$ cat src/drt_pkg.sv
// shared types and codes for the dirty rectangle tracker
// used by drt_ctrl, drt_dpath and dirty_rect_tracker_top; no dependencies
package drt_pkg;

    localparam logic [1:0] OP_MARK  = 2'd0;
    localparam logic [1:0] OP_CLEAR = 2'd1;
    localparam logic [1:0] OP_READ  = 2'd2;

    localparam logic [1:0] OUT_ZERO  = 2'd0;
    localparam logic [1:0] OUT_ITEM  = 2'd1;
    localparam logic [1:0] OUT_RD    = 2'd2;
    localparam logic [1:0] OUT_MERGE = 2'd3;

    typedef struct packed {
        logic [31:0] x;
        logic [31:0] y;
        logic [31:0] w;
        logic [31:0] h;
    } t_box;

    typedef struct packed {
        logic       ld_item;
        logic       rd_en;
        logic       acc_load;
        logic       acc_merge;
        logic       merge_rd;
        logic       wr_en;
        logic       wr_merge;
        logic       out_load;
        logic [1:0] out_sel;
    } t_cmd;

    typedef struct packed {
        logic [1:0] op;
        logic       mark_empty;
        logic [2:0] read_index;
        logic       out_free;
    } t_stat;

endpackage

$ cat src/drt_dpath.sv
// datapath of the dirty rectangle tracker: beat register, slot memory,
// bounding box merge unit, accumulator and output register; uses drt_pkg
module drt_dpath
    import drt_pkg::*;
#(
    parameter int MAX_SLOTS = 8,
    localparam int AW  = (MAX_SLOTS > 1) ? $clog2(MAX_SLOTS) : 1,
    localparam int CW  = $clog2(MAX_SLOTS + 1),
    localparam int RCW = (CW > 4) ? CW : 4
) (
    input  logic          i_clk,
    input  logic          i_rst_n,
    input  t_cmd          i_cmd,
    input  logic [AW-1:0] i_rd_addr,
    input  logic [AW-1:0] i_wr_addr,
    input  logic [CW-1:0] i_out_cnt,
    input  logic          i_out_col,
    output t_stat         o_stat,
    input  logic [1:0]    i_operation,
    input  logic [31:0]   i_rect_x,
    input  logic [31:0]   i_rect_y,
    input  logic [31:0]   i_rect_width,
    input  logic [31:0]   i_rect_height,
    input  logic [2:0]    i_read_index,
    input  logic          i_out_ready,
    output logic          o_out_valid,
    output t_box          o_entry,
    output logic          o_entry_valid,
    output logic [3:0]    o_region_count,
    output logic          o_is_collapsed
);

    function automatic t_box f_merge(t_box a, t_box b);
        logic signed [33:0] ax1, bx1, ay1, by1, x1, y1;
        logic [31:0]        x0, y0;
        t_box               r;
        ax1 = $signed({{2{a.x[31]}}, a.x}) + $signed({2'b00, a.w});
        bx1 = $signed({{2{b.x[31]}}, b.x}) + $signed({2'b00, b.w});
        ay1 = $signed({{2{a.y[31]}}, a.y}) + $signed({2'b00, a.h});
        by1 = $signed({{2{b.y[31]}}, b.y}) + $signed({2'b00, b.h});
        x1  = (ax1 > bx1) ? ax1 : bx1;
        y1  = (ay1 > by1) ? ay1 : by1;
        x0  = ($signed(a.x) < $signed(b.x)) ? a.x : b.x;
        y0  = ($signed(a.y) < $signed(b.y)) ? a.y : b.y;
        r.x = x0;
        r.y = y0;
        r.w = x1[31:0] - x0;
        r.h = y1[31:0] - y0;
        return r;
    endfunction

    t_box          r_mem [MAX_SLOTS];
    t_box          r_item;
    logic [1:0]    r_op;
    logic [2:0]    r_idx;
    t_box          r_rd;
    t_box          r_acc;
    t_box          r_out;
    logic          r_out_ev;
    logic [CW-1:0] r_out_cnt;
    logic          r_out_col;
    logic          r_out_valid;
    t_box          w_merge;
    t_box          w_wr_data;
    logic [RCW-1:0] w_cnt_ext;

    assign w_merge   = f_merge(r_acc, i_cmd.merge_rd ? r_rd : r_item);
    assign w_wr_data = i_cmd.wr_merge ? w_merge : r_item;

    always_ff @(posedge i_clk) begin
        if (i_cmd.ld_item) begin
            r_item <= '{x: i_rect_x, y: i_rect_y, w: i_rect_width, h: i_rect_height};
            r_op   <= i_operation;
            r_idx  <= i_read_index;
        end
        if (i_cmd.wr_en) begin
            r_mem[i_wr_addr] <= w_wr_data;
        end
        if (i_cmd.rd_en) begin
            r_rd <= r_mem[i_rd_addr];
        end
        if (i_cmd.acc_load) begin
            r_acc <= r_rd;
        end else if (i_cmd.acc_merge) begin
            r_acc <= w_merge;
        end
        if (i_cmd.out_load) begin
            r_out_cnt <= i_out_cnt;
            r_out_col <= i_out_col;
            case (i_cmd.out_sel)
                OUT_ITEM: begin
                    r_out    <= r_item;
                    r_out_ev <= 1'b1;
                end
                OUT_RD: begin
                    r_out    <= r_rd;
                    r_out_ev <= 1'b1;
                end
                OUT_MERGE: begin
                    r_out    <= w_merge;
                    r_out_ev <= 1'b1;
                end
                default: begin
                    r_out    <= '0;
                    r_out_ev <= 1'b0;
                end
            endcase
        end
    end

    always_ff @(posedge i_clk) begin
        if (!i_rst_n) begin
            r_out_valid <= 1'b0;
        end else if (i_cmd.out_load) begin
            r_out_valid <= 1'b1;
        end else if (i_out_ready) begin
            r_out_valid <= 1'b0;
        end
    end

    assign o_stat.op         = r_op;
    assign o_stat.mark_empty = (r_item.w == '0) || (r_item.h == '0);
    assign o_stat.read_index = r_idx;
    assign o_stat.out_free   = !r_out_valid || i_out_ready;

    assign w_cnt_ext      = RCW'(r_out_cnt);
    assign o_out_valid    = r_out_valid;
    assign o_entry        = r_out;
    assign o_entry_valid  = r_out_ev;
    assign o_region_count = w_cnt_ext[3:0];
    assign o_is_collapsed = r_out_col;

endmodule

$ cat src/drt_ctrl.sv
// controller of the dirty rectangle tracker: sequences decode, slot reads,
// the collapse walk and result loads; keeps the count and collapsed flag; uses drt_pkg
module drt_ctrl
    import drt_pkg::*;
#(
    parameter int MAX_SLOTS = 8,
    localparam int AW   = (MAX_SLOTS > 1) ? $clog2(MAX_SLOTS) : 1,
    localparam int CW   = $clog2(MAX_SLOTS + 1),
    localparam int CMPW = (CW > 3) ? CW : 3
) (
    input  logic          i_clk,
    input  logic          i_rst_n,
    input  logic          i_valid,
    output logic          o_ready,
    input  t_stat         i_stat,
    output t_cmd          o_cmd,
    output logic [AW-1:0] o_rd_addr,
    output logic [AW-1:0] o_wr_addr,
    output logic [CW-1:0] o_out_cnt,
    output logic          o_out_col
);

    localparam logic [2:0] S_IDLE   = 3'd0;
    localparam logic [2:0] S_DECODE = 3'd1;
    localparam logic [2:0] S_LOAD   = 3'd2;
    localparam logic [2:0] S_WALK   = 3'd3;
    localparam logic [2:0] S_FINAL  = 3'd4;
    localparam logic [2:0] S_RDOUT  = 3'd5;

    logic [2:0]      r_state, n_state;
    logic [CW-1:0]   r_cnt, n_cnt;
    logic            r_col, n_col;
    logic [CW-1:0]   r_ptr, n_ptr;
    logic            r_walk, n_walk;
    logic [CMPW-1:0] w_idx_ext;
    logic            w_idx_ok;

    assign w_idx_ext = CMPW'(i_stat.read_index);
    assign w_idx_ok  = w_idx_ext < CMPW'(r_cnt);
    assign o_ready   = (r_state == S_IDLE);

    always_comb begin
        n_state   = r_state;
        n_cnt     = r_cnt;
        n_col     = r_col;
        n_ptr     = r_ptr;
        n_walk    = r_walk;
        o_cmd     = '0;
        o_cmd.ld_item = 1'b0;
        o_rd_addr = '0;
        o_wr_addr = r_cnt[AW-1:0];
        o_out_cnt = r_cnt;
        o_out_col = r_col;
        case (r_state)
            S_IDLE: begin
                if (i_valid) begin
                    o_cmd.ld_item = 1'b1;
                    n_state       = S_DECODE;
                end
            end
            S_DECODE: begin
                if (i_stat.op == OP_MARK && !i_stat.mark_empty && r_col) begin
                    o_cmd.rd_en = 1'b1;
                    n_walk      = 1'b0;
                    n_state     = S_LOAD;
                end else if (i_stat.op == OP_MARK && !i_stat.mark_empty &&
                             r_cnt >= CW'(MAX_SLOTS)) begin
                    o_cmd.rd_en = 1'b1;
                    n_walk      = 1'b1;
                    n_ptr       = CW'(1);
                    n_state     = S_LOAD;
                end else if (i_stat.op == OP_READ && w_idx_ok) begin
                    o_cmd.rd_en = 1'b1;
                    o_rd_addr   = w_idx_ext[AW-1:0];
                    n_state     = S_RDOUT;
                end else if (i_stat.out_free) begin
                    o_cmd.out_load = 1'b1;
                    n_state        = S_IDLE;
                    if (i_stat.op == OP_MARK && !i_stat.mark_empty) begin
                        o_cmd.wr_en   = 1'b1;
                        o_cmd.out_sel = OUT_ITEM;
                        n_cnt         = r_cnt + CW'(1);
                    end else begin
                        o_cmd.out_sel = OUT_ZERO;
                        if (i_stat.op == OP_CLEAR) begin
                            n_cnt = '0;
                            n_col = 1'b0;
                        end
                    end
                    o_out_cnt = n_cnt;
                    o_out_col = n_col;
                end
            end
            S_LOAD: begin
                o_cmd.acc_load = 1'b1;
                if (r_walk) begin
                    o_cmd.rd_en = 1'b1;
                    o_rd_addr   = r_ptr[AW-1:0];
                    n_ptr       = r_ptr + CW'(1);
                    n_state     = S_WALK;
                end else begin
                    n_state = S_FINAL;
                end
            end
            S_WALK: begin
                o_cmd.acc_merge = 1'b1;
                o_cmd.merge_rd  = 1'b1;
                if (r_ptr < CW'(MAX_SLOTS)) begin
                    o_cmd.rd_en = 1'b1;
                    o_rd_addr   = r_ptr[AW-1:0];
                    n_ptr       = r_ptr + CW'(1);
                end else begin
                    n_state = S_FINAL;
                end
            end
            S_FINAL: begin
                if (i_stat.out_free) begin
                    o_cmd.acc_merge = 1'b1;
                    o_cmd.wr_en     = 1'b1;
                    o_cmd.wr_merge  = 1'b1;
                    o_cmd.out_load  = 1'b1;
                    o_cmd.out_sel   = OUT_MERGE;
                    o_wr_addr       = '0;
                    n_cnt           = CW'(1);
                    n_col           = 1'b1;
                    o_out_cnt       = n_cnt;
                    o_out_col       = n_col;
                    n_state         = S_IDLE;
                end
            end
            S_RDOUT: begin
                if (i_stat.out_free) begin
                    o_cmd.out_load = 1'b1;
                    o_cmd.out_sel  = OUT_RD;
                    n_state        = S_IDLE;
                end
            end
            default: begin
                n_state = S_IDLE;
            end
        endcase
    end

    always_ff @(posedge i_clk) begin
        if (!i_rst_n) begin
            r_state <= S_IDLE;
            r_cnt   <= '0;
            r_col   <= 1'b0;
            r_ptr   <= '0;
            r_walk  <= 1'b0;
        end else begin
            r_state <= n_state;
            r_cnt   <= n_cnt;
            r_col   <= n_col;
            r_ptr   <= n_ptr;
            r_walk  <= n_walk;
        end
    end

`ifndef ASSERT_OFF
    a_cnt_bound: assert property (@(posedge i_clk) disable iff (!i_rst_n)
        r_cnt <= CW'(MAX_SLOTS))
        else $error("slot count above capacity");

    a_col_one: assert property (@(posedge i_clk) disable iff (!i_rst_n)
        r_col |-> (r_cnt == CW'(1)))
        else $error("collapsed list must hold one slot");

    a_out_free: assert property (@(posedge i_clk) disable iff (!i_rst_n)
        o_cmd.out_load |-> i_stat.out_free)
        else $error("result loaded over a pending beat");

    a_accept_decode: assert property (@(posedge i_clk) disable iff (!i_rst_n)
        o_cmd.ld_item |=> (r_state == S_DECODE))
        else $error("accepted beat not decoded");
`endif

endmodule

$ cat src/dirty_rect_tracker_top.sv
// Dirty rectangle tracker: keeps up to MAX_SLOTS damaged rectangles in a slot
// memory with one read port and one write port. A mark with zero width or height
// gives an invalid result. Marks append until the list is full; the next mark
// merges every slot and itself into one bounding box in slot 0 and the list stays
// collapsed, each later mark widening slot 0, until a clear. Each beat gives one
// result. Appends, clears, ignored marks and invalid reads finish in decode; a
// valid read finishes in read-out; a collapsed mark merges into slot 0 in the
// final state, and the collapsing mark first walks the other slots, one slot per
// cycle through the single read port. A new beat is taken while the last result
// still waits in the output register. Depends on drt_pkg, drt_ctrl and drt_dpath.
module dirty_rect_tracker_top
    import drt_pkg::*;
#(
    parameter int MAX_SLOTS = 8
) (
    input  logic               i_clk,
    input  logic               i_rst_n,
    input  logic               i_valid,
    output logic               o_ready,
    input  logic [1:0]         i_operation,
    input  logic signed [31:0] i_rect_x,
    input  logic signed [31:0] i_rect_y,
    input  logic [31:0]        i_rect_width,
    input  logic [31:0]        i_rect_height,
    input  logic [2:0]         i_read_index,
    output logic               o_valid,
    input  logic               i_ready,
    output logic signed [31:0] o_entry_x,
    output logic signed [31:0] o_entry_y,
    output logic [31:0]        o_entry_width,
    output logic [31:0]        o_entry_height,
    output logic               o_entry_valid,
    output logic [3:0]         o_region_count,
    output logic               o_is_collapsed
);

    localparam int AW = (MAX_SLOTS > 1) ? $clog2(MAX_SLOTS) : 1;
    localparam int CW = $clog2(MAX_SLOTS + 1);

    t_cmd          w_cmd;
    t_stat         w_stat;
    logic [AW-1:0] w_rd_addr;
    logic [AW-1:0] w_wr_addr;
    logic [CW-1:0] w_out_cnt;
    logic          w_out_col;
    t_box          w_entry;

    drt_ctrl #(
        .MAX_SLOTS (MAX_SLOTS)
    ) u_ctrl (
        .i_clk     (i_clk),
        .i_rst_n   (i_rst_n),
        .i_valid   (i_valid),
        .o_ready   (o_ready),
        .i_stat    (w_stat),
        .o_cmd     (w_cmd),
        .o_rd_addr (w_rd_addr),
        .o_wr_addr (w_wr_addr),
        .o_out_cnt (w_out_cnt),
        .o_out_col (w_out_col)
    );

    drt_dpath #(
        .MAX_SLOTS (MAX_SLOTS)
    ) u_dpath (
        .i_clk          (i_clk),
        .i_rst_n        (i_rst_n),
        .i_cmd          (w_cmd),
        .i_rd_addr      (w_rd_addr),
        .i_wr_addr      (w_wr_addr),
        .i_out_cnt      (w_out_cnt),
        .i_out_col      (w_out_col),
        .o_stat         (w_stat),
        .i_operation    (i_operation),
        .i_rect_x       (i_rect_x),
        .i_rect_y       (i_rect_y),
        .i_rect_width   (i_rect_width),
        .i_rect_height  (i_rect_height),
        .i_read_index   (i_read_index),
        .i_out_ready    (i_ready),
        .o_out_valid    (o_valid),
        .o_entry        (w_entry),
        .o_entry_valid  (o_entry_valid),
        .o_region_count (o_region_count),
        .o_is_collapsed (o_is_collapsed)
    );

    assign o_entry_x      = w_entry.x;
    assign o_entry_y      = w_entry.y;
    assign o_entry_width  = w_entry.w;
    assign o_entry_height = w_entry.h;

endmodule
$ cat config.mk
export PLATFORM = sky130hd
export DESIGN_NAME = dirty_rect_tracker_top
export DESIGN_NICKNAME = d
export VERILOG_FILES = /design/src/drt_pkg.sv /design/src/drt_dpath.sv /design/src/drt_ctrl.sv /design/src/dirty_rect_tracker_top.sv
export SDC_FILE = /design/constraint.sdc
export NUM_CORES = 2
export LEC_CHECK = 0
export BUFFER_PORTS_ARGS = -buffer_cell sky130_fd_sc_hd__buf_2
export CORE_MARGIN = 10
export CORE_UTILIZATION = 45
export DETAILED_ROUTE_END_ITERATION = 16
export HOLD_SLACK_MARGIN = 0.12
export MAX_ROUTING_LAYER = met4
export PLACE_DENSITY = 0.73
export SYNTH_ARGS = -nofsm -noshare
export SYNTH_HDL_FRONTEND = slang
export SYNTH_HIERARCHICAL = 1
export SYNTH_SLANG_ARGS = --single-unit
$ cat constraint.sdc
create_clock -name i_clk -period 11.5 [get_ports i_clk]
set_input_delay 0.575 -clock i_clk [delete_from_list [all_inputs] [get_ports i_clk]]
set_output_delay 0.575 -clock i_clk [all_outputs]
set_load 0.1 [all_outputs]
# Yosys cells after proc, flatten, opt, wreduce, memory -nomap -nowiden
# Memory sizes are Yosys's and may differ from the RTL's. A register that Yosys moved wholly into a read port is not among the register bits.
# Index checks and enable logic that the tools add are counted.
# totals
mem_bits_rw,1024
memories,1
register_bits,409
word_cells,156
out_inout_bits,136
input_bits,137
# op_classes
magnitude_cmp,7
n_reduce_logical,21
n_eq_ne,16
muxes,80
addsub,8
# mem_list
memory,depth,width,read_ports,rd_ports_with_merged_regs,wr,line,text
u_dpath.r_mem,8,128,1,1,1,drt_dpath.sv:52,t_box r_mem [MAX_SLOTS];
# ops
operator,n
128-bit two-way mux,4
128-bit case mux with 3 select lines,1
32-bit by 33-bit adder with 34-bit output,4
32-bit two-way mux,4
34-bit > comparator,2
32-bit logical NOT,2
32-bit < comparator,2
32-bit subtractor,2
3-bit two-way mux,19
4-bit two-way mux,11
1-bit two-way mux,31
3-bit case mux with 3 select lines,2
3-bit case mux with 5 select lines,1
4-bit case mux with 3 select lines,1
"4-bit by 1-bit adder with 4-bit output, second input constant",2
4-bit case mux with 2 select lines,1
"2-bit equality test, second input constant",3
"3-bit by 2-bit equality test with 1-bit output, second input constant",2
"3-bit equality test, second input constant",2
"2-bit by 1-bit != test with 1-bit output, second input constant",3
"2-bit != test, second input constant",3
1-bit case mux with 2 select lines,3
2-bit nonzero test,3
5-bit two-way mux,1
16 further kinds,23

# Longest topological paths before layout
# depth
depth_word,13
mapped_depth,47
mapped_depth_nobuf,40

# Hierarchy
# Netlist, hierarchy kept.
# by_module_without_submodules
module,cells_each,area_each_um2,seq_area_each_um2,n_inst
drt_dpath,5024,74809.2,46474.6,1
drt_ctrl,142,1117.3,260.2,1

# Worst setup path before layout
# Ideal clock, no wire load.
# synth_timing
kind,register to register
from,"register u_dpath.r_out_valid, in the netlist u_dpath/o_out_valid"
to,"register u_dpath.r_out, in the netlist u_dpath/o_entry[0] (enable)"
arrival_time_ns,10.490
path_buffers,0
t_required_ns,10.685
path_slack_ns,0.195
stages_incl_launch_ff,4
setup_ns,0.815
cell_sequence,dfxtp_1 nand2b_1 nand2_1 o21ai_0
# synth_rtl
item,line,text
from (decl),drt_dpath.sv:62,logic r_out_valid;
from (signal assigned),drt_dpath.sv:113,r_out_valid <= 1'b0;
from (signal assigned),drt_dpath.sv:115,r_out_valid <= 1'b1;
from (signal assigned),drt_dpath.sv:117,r_out_valid <= 1'b0;
to (signal assigned),drt_dpath.sv:92,r_out <= r_item;
to (signal assigned),drt_dpath.sv:96,r_out <= r_rd;
to (signal assigned),drt_dpath.sv:100,r_out <= w_merge;
to (decl),drt_dpath.sv:58,t_box r_out;

==> impl_results.md <==
- Clock transition at the register clock pins on the worst setup and hold paths after CTS: 0.06 ns
- Slew of the pin with the lowest slew margin: 1.210 ns
- Number of instances in the synthesized netlist: 5166
- Maximum operating frequency: 0.09123 GHz
- Maximum number of pins on one net before global-route repair: 139
- I/O Buffers: 272
- Initial standard-cell utilization of the core: 45.35%
- Horiz. Die Dim: 430.8 um
- Class of the most critical hold timing path: primary input to register
- Clock tree from TritonCTS: done
- Biggest fanout along the worst timing path: 27
- Required time of the critical path: 12.00 ns
- Maximum vdd ir drop: 0.0001160 V
- Post-Syn Area per Cell: 14.70 um^2
- Internal power component: 0.01025 W
- Number of hold violations in the final report: 0
- DRT Pass-1 Iters: 9
- Setup clock skew after layout: 0.04340 ns
- Count of clock tree sinks: 1561
- Total Wirelength: 209600 um
- CP Launch Type: register
- Total nets after synthesis: 5640
- Ys flop type: sky130_fd_sc_hd__edfxtp_1
- RSZ-0062 raised after global routing: no
- Layout Area Growth over Synthesis: 13.68%
- Final setup violating endpoints: 0
- Core footprint: 167400 um^2
- Critical path capture point type: register
- DRC viols: 0
- First-pass GRT wire length: 308700 um
- Clock buffer count from CTS: 156
- Peak per-stage delay on the critical path: 0.69 ns
- Number of routed nets with antenna violations: 0
- Proportion of register bits with asynchronous set or reset after synthesis: 0%
- Antenna violations before repair: 4
- Relative max-transition margin: 18.57%
- Switch Pwr: 0.004006 W
- Resized Gates After CTS: 0
- Sequential group share of total power: 45.9%
- Cell area after synthesis: 75930 um^2
- Crit Path Class: register to register
- Overall global routing resource usage: 22.65%
- Yosys warning count: 6
- Outcome: completed
- Clock latency on the worst-skew pair: 0.81 ns
- Max-slew violations: 0
- Final TNS setup: 0 ns
- Die Ht: 430.8 um
- Final HPWL from detailed placement: 139600 um
- Synth unique cells: 99
- Number of nets at the end of the flow: 6063
- # rows: 150
- Via count: 47390
- H-tree depth: 4
- Sequential-to-total area share from yosys stat: 61.55%
- Buffer type at the clock tree root: sky130_fd_sc_hd__clkbuf_16
- Deepest clock path buffer count: 3
- DP Cell Count: 7501
- Crit path max-delay cell type: sky130_fd_sc_hd__o41ai_4
- Die Footprint: 185600 um^2
- Share of total power in combinational logic: 19.3%
- Average vias per placed instance: 5.983
- Register bit count reported by yosys: 1561
- Number of DRC violations after detailed-routing iteration 0: 5204
- Top-level port count: 273
- Via count of the first global-routing pass: 46380
- Final cell count without fillers: 7920
- Portion of the clock cycle consumed by the worst path in the final layout: 95.31%
- Fillcell total: 13590
- Clock share of power: 34.8%
- Power per cell area: 165.2 nW/um^2
- Switching share of power: 28.10%
- Final GP Congestion: 1.007
- Overflow left after global routing: 0
- Total leakage power: 29.77 nW
- Post-synth EDFFs: 1547
- Max capacitance violation total: 0
- Arrival time of data at the critical path endpoint: 11.47 ns
- Layout cells sized above 1: 21.10%
- Final critical delay including setup and external delays: 10.96 ns
- Routed len/inst: 26.47 um
## stage by stage
stage / util (%) / setup WS (ns) / total power, W / cell area [um^2] / hold slack (ns)
2_1_floorplan: - / 0.1953 / 0.008589 / 75930 / 0.4514
3_3_place_gp: 47.81 / 1.020 / 0.009267 / 80030 / 0.4944
3_5_place_dp: 47.81 / 0.8417 / 0.009313 / 80030 / 0.4985
4_1_cts: 51.55 / 0.7890 / 0.01430 / 86300 / 0.2412
5_1_grt: 51.56 / 0.05752 / 0.01478 / 86310 / 0.2850
6_report: 51.56 / 0.5391 / 0.01426 / 86320 / 0.3200
## flip-flops by register name, indices dropped and copies added, names as in the netlist
name	flops
u_dpath/r_idx	3
u_dpath/r_mem	1024
u_dpath/o_entry_valid	1
u_dpath/o_region_count	4
u_dpath/r_op	2
u_dpath/o_out_valid	1
u_ctrl/r_walk	1
u_ctrl/r_state	3
u_ctrl/r_cnt	4
u_ctrl/r_ptr	4
u_dpath/o_entry	128
u_dpath/r_item	128
u_dpath/o_is_collapsed	1
u_dpath/r_acc	128
u_ctrl/r_col	1
u_dpath/r_rd	128
## Yosys cell counts (55+ instances only)
master,count,share of area (%)
sky130_fd_sc_hd__xor2_1,55,0.63
sky130_fd_sc_hd__xnor2_1,116,1.3
sky130_fd_sc_hd__edfxtp_1,1547,61
sky130_fd_sc_hd__clkbuf_1,140,0.69
sky130_fd_sc_hd__inv_1,237,1.2
sky130_fd_sc_hd__nand2_1,395,2.0
sky130_fd_sc_hd__mux2i_1,194,2.6
sky130_fd_sc_hd__mux2_2,344,5.1
sky130_fd_sc_hd__ha_1,331,5.5
sky130_fd_sc_hd__a21oi_1,226,1.5
sky130_fd_sc_hd__a21o_1,137,1.4
sky130_fd_sc_hd__o21ai_0,371,2.4
sky130_fd_sc_hd__mux4_2,256,7.6
sky130_fd_sc_hd__nor2_1,177,0.88
## critical path, delay by kind of cell, from the launching register on
family          cells  cell delay, ns
buf+inv             2            0.69
compound gates     14            4.27
fa+ha+maj           4            1.40
xor+xnor            3            0.43
mux                 3            1.13
flops               1            0.42
simple gates       10            2.30
## power groups by stage
stage	Sequential, W	Combinational (W)	Clock (W)
3_5_place_dp	0.00666	0.00265	0
3_3_place_gp	0.00666	0.00261	0
2_1_floorplan	0.00689	0.00170	0
5_1_grt	0.00654	0.00296	0.00527
4_1_cts	0.00654	0.00271	0.00505
6_report	0.00654	0.00275	0.00496
## routing by layer
layer | vias to the layer above | track usage (%) | routed length, um | part of all wire [%]
met1 | 23880 | 29.28 | 84740 | 40
li1 | 20920 | - | - | -
met3 | 427 | 2.933 | 14240 | 6.8
met5 | - | - | 0 | 0
met2 | 2156 | 35.22 | 98720 | 47
met4 | 0 | 11.47 | 11940 | 5.7
## cells in the final DEF, fill, tap and decap left out, types with 36 or more instances in the layout
cell                            count
sky130_fd_sc_hd__a21o_1           137
sky130_fd_sc_hd__a21oi_1          226
sky130_fd_sc_hd__buf_2            272
sky130_fd_sc_hd__buf_4             47
sky130_fd_sc_hd__clkbuf_1          37
sky130_fd_sc_hd__clkbuf_16        158
sky130_fd_sc_hd__dlygate4sd3_1    134
sky130_fd_sc_hd__edfxtp_1        1547
sky130_fd_sc_hd__ha_1             331
sky130_fd_sc_hd__inv_1            236
sky130_fd_sc_hd__mux2_2           344
sky130_fd_sc_hd__mux2i_1          192
sky130_fd_sc_hd__mux4_2           256
sky130_fd_sc_hd__nand2_1          395
sky130_fd_sc_hd__nand3_1           39
sky130_fd_sc_hd__nand4_1           36
sky130_fd_sc_hd__nor2_1           167
sky130_fd_sc_hd__o21a_1            40
sky130_fd_sc_hd__o21ai_0          370
sky130_fd_sc_hd__xnor2_1          116
sky130_fd_sc_hd__xor2_1            55
## worst paths after layout
check / from / endpoint / slack [ns] / depth (start not counted)
hold reg to reg: u_ctrl/r_walk / u_ctrl/r_walk / 0.52 / 2
setup reg to reg: u_ctrl/r_state[2] / u_dpath/r_mem[2][63] / 0.54 / 36
setup / recovery: u_ctrl/r_state[2] / u_dpath/r_mem[2][63] / 0.54 / 36
hold / removal: i_valid / u_ctrl/r_state[2] / 0.32 / 3
## what timing repair did
action                                 in CTS  in global routing
setup buffers                               0                  0
endpoints found under the hold margin     134                  0
hold buffers                              134                  0
setup endpoints to repair                   0                  0
## cell type report
cell class	count	area [um^2]	share of cell area [%]
Clock inverter	85	837.1	0.9697
Multi-Input combinational cell	3166	27680	32.07
Inverter	239	905.9	1.049
Antenna cell	5	12.51	0.01450
Timing Repair Buffer	465	3296	3.818
Tap cell	2204	2758	3.195
Clock buffer	195	4093	4.741
Sequential cell	1561	46730	54.14
## kinds of logic (layout without fill, tap and decap cells)
family                     Yosys count  after routing  synth area share [%]
other                                0              5                     0
muxes                              796            796                 15.29
and+or+nand+nor                    849            849                 5.085
xor gates and xnor gates           173            173                 2.015
DFF                               1561           1561                 61.55
buffers and inverters              439            984                 2.207
adders and majority gates          337            337                 5.613
AOI/OAI and AO/OA                 1011           1011                 8.240
Power figures use the tool's default switching activity.
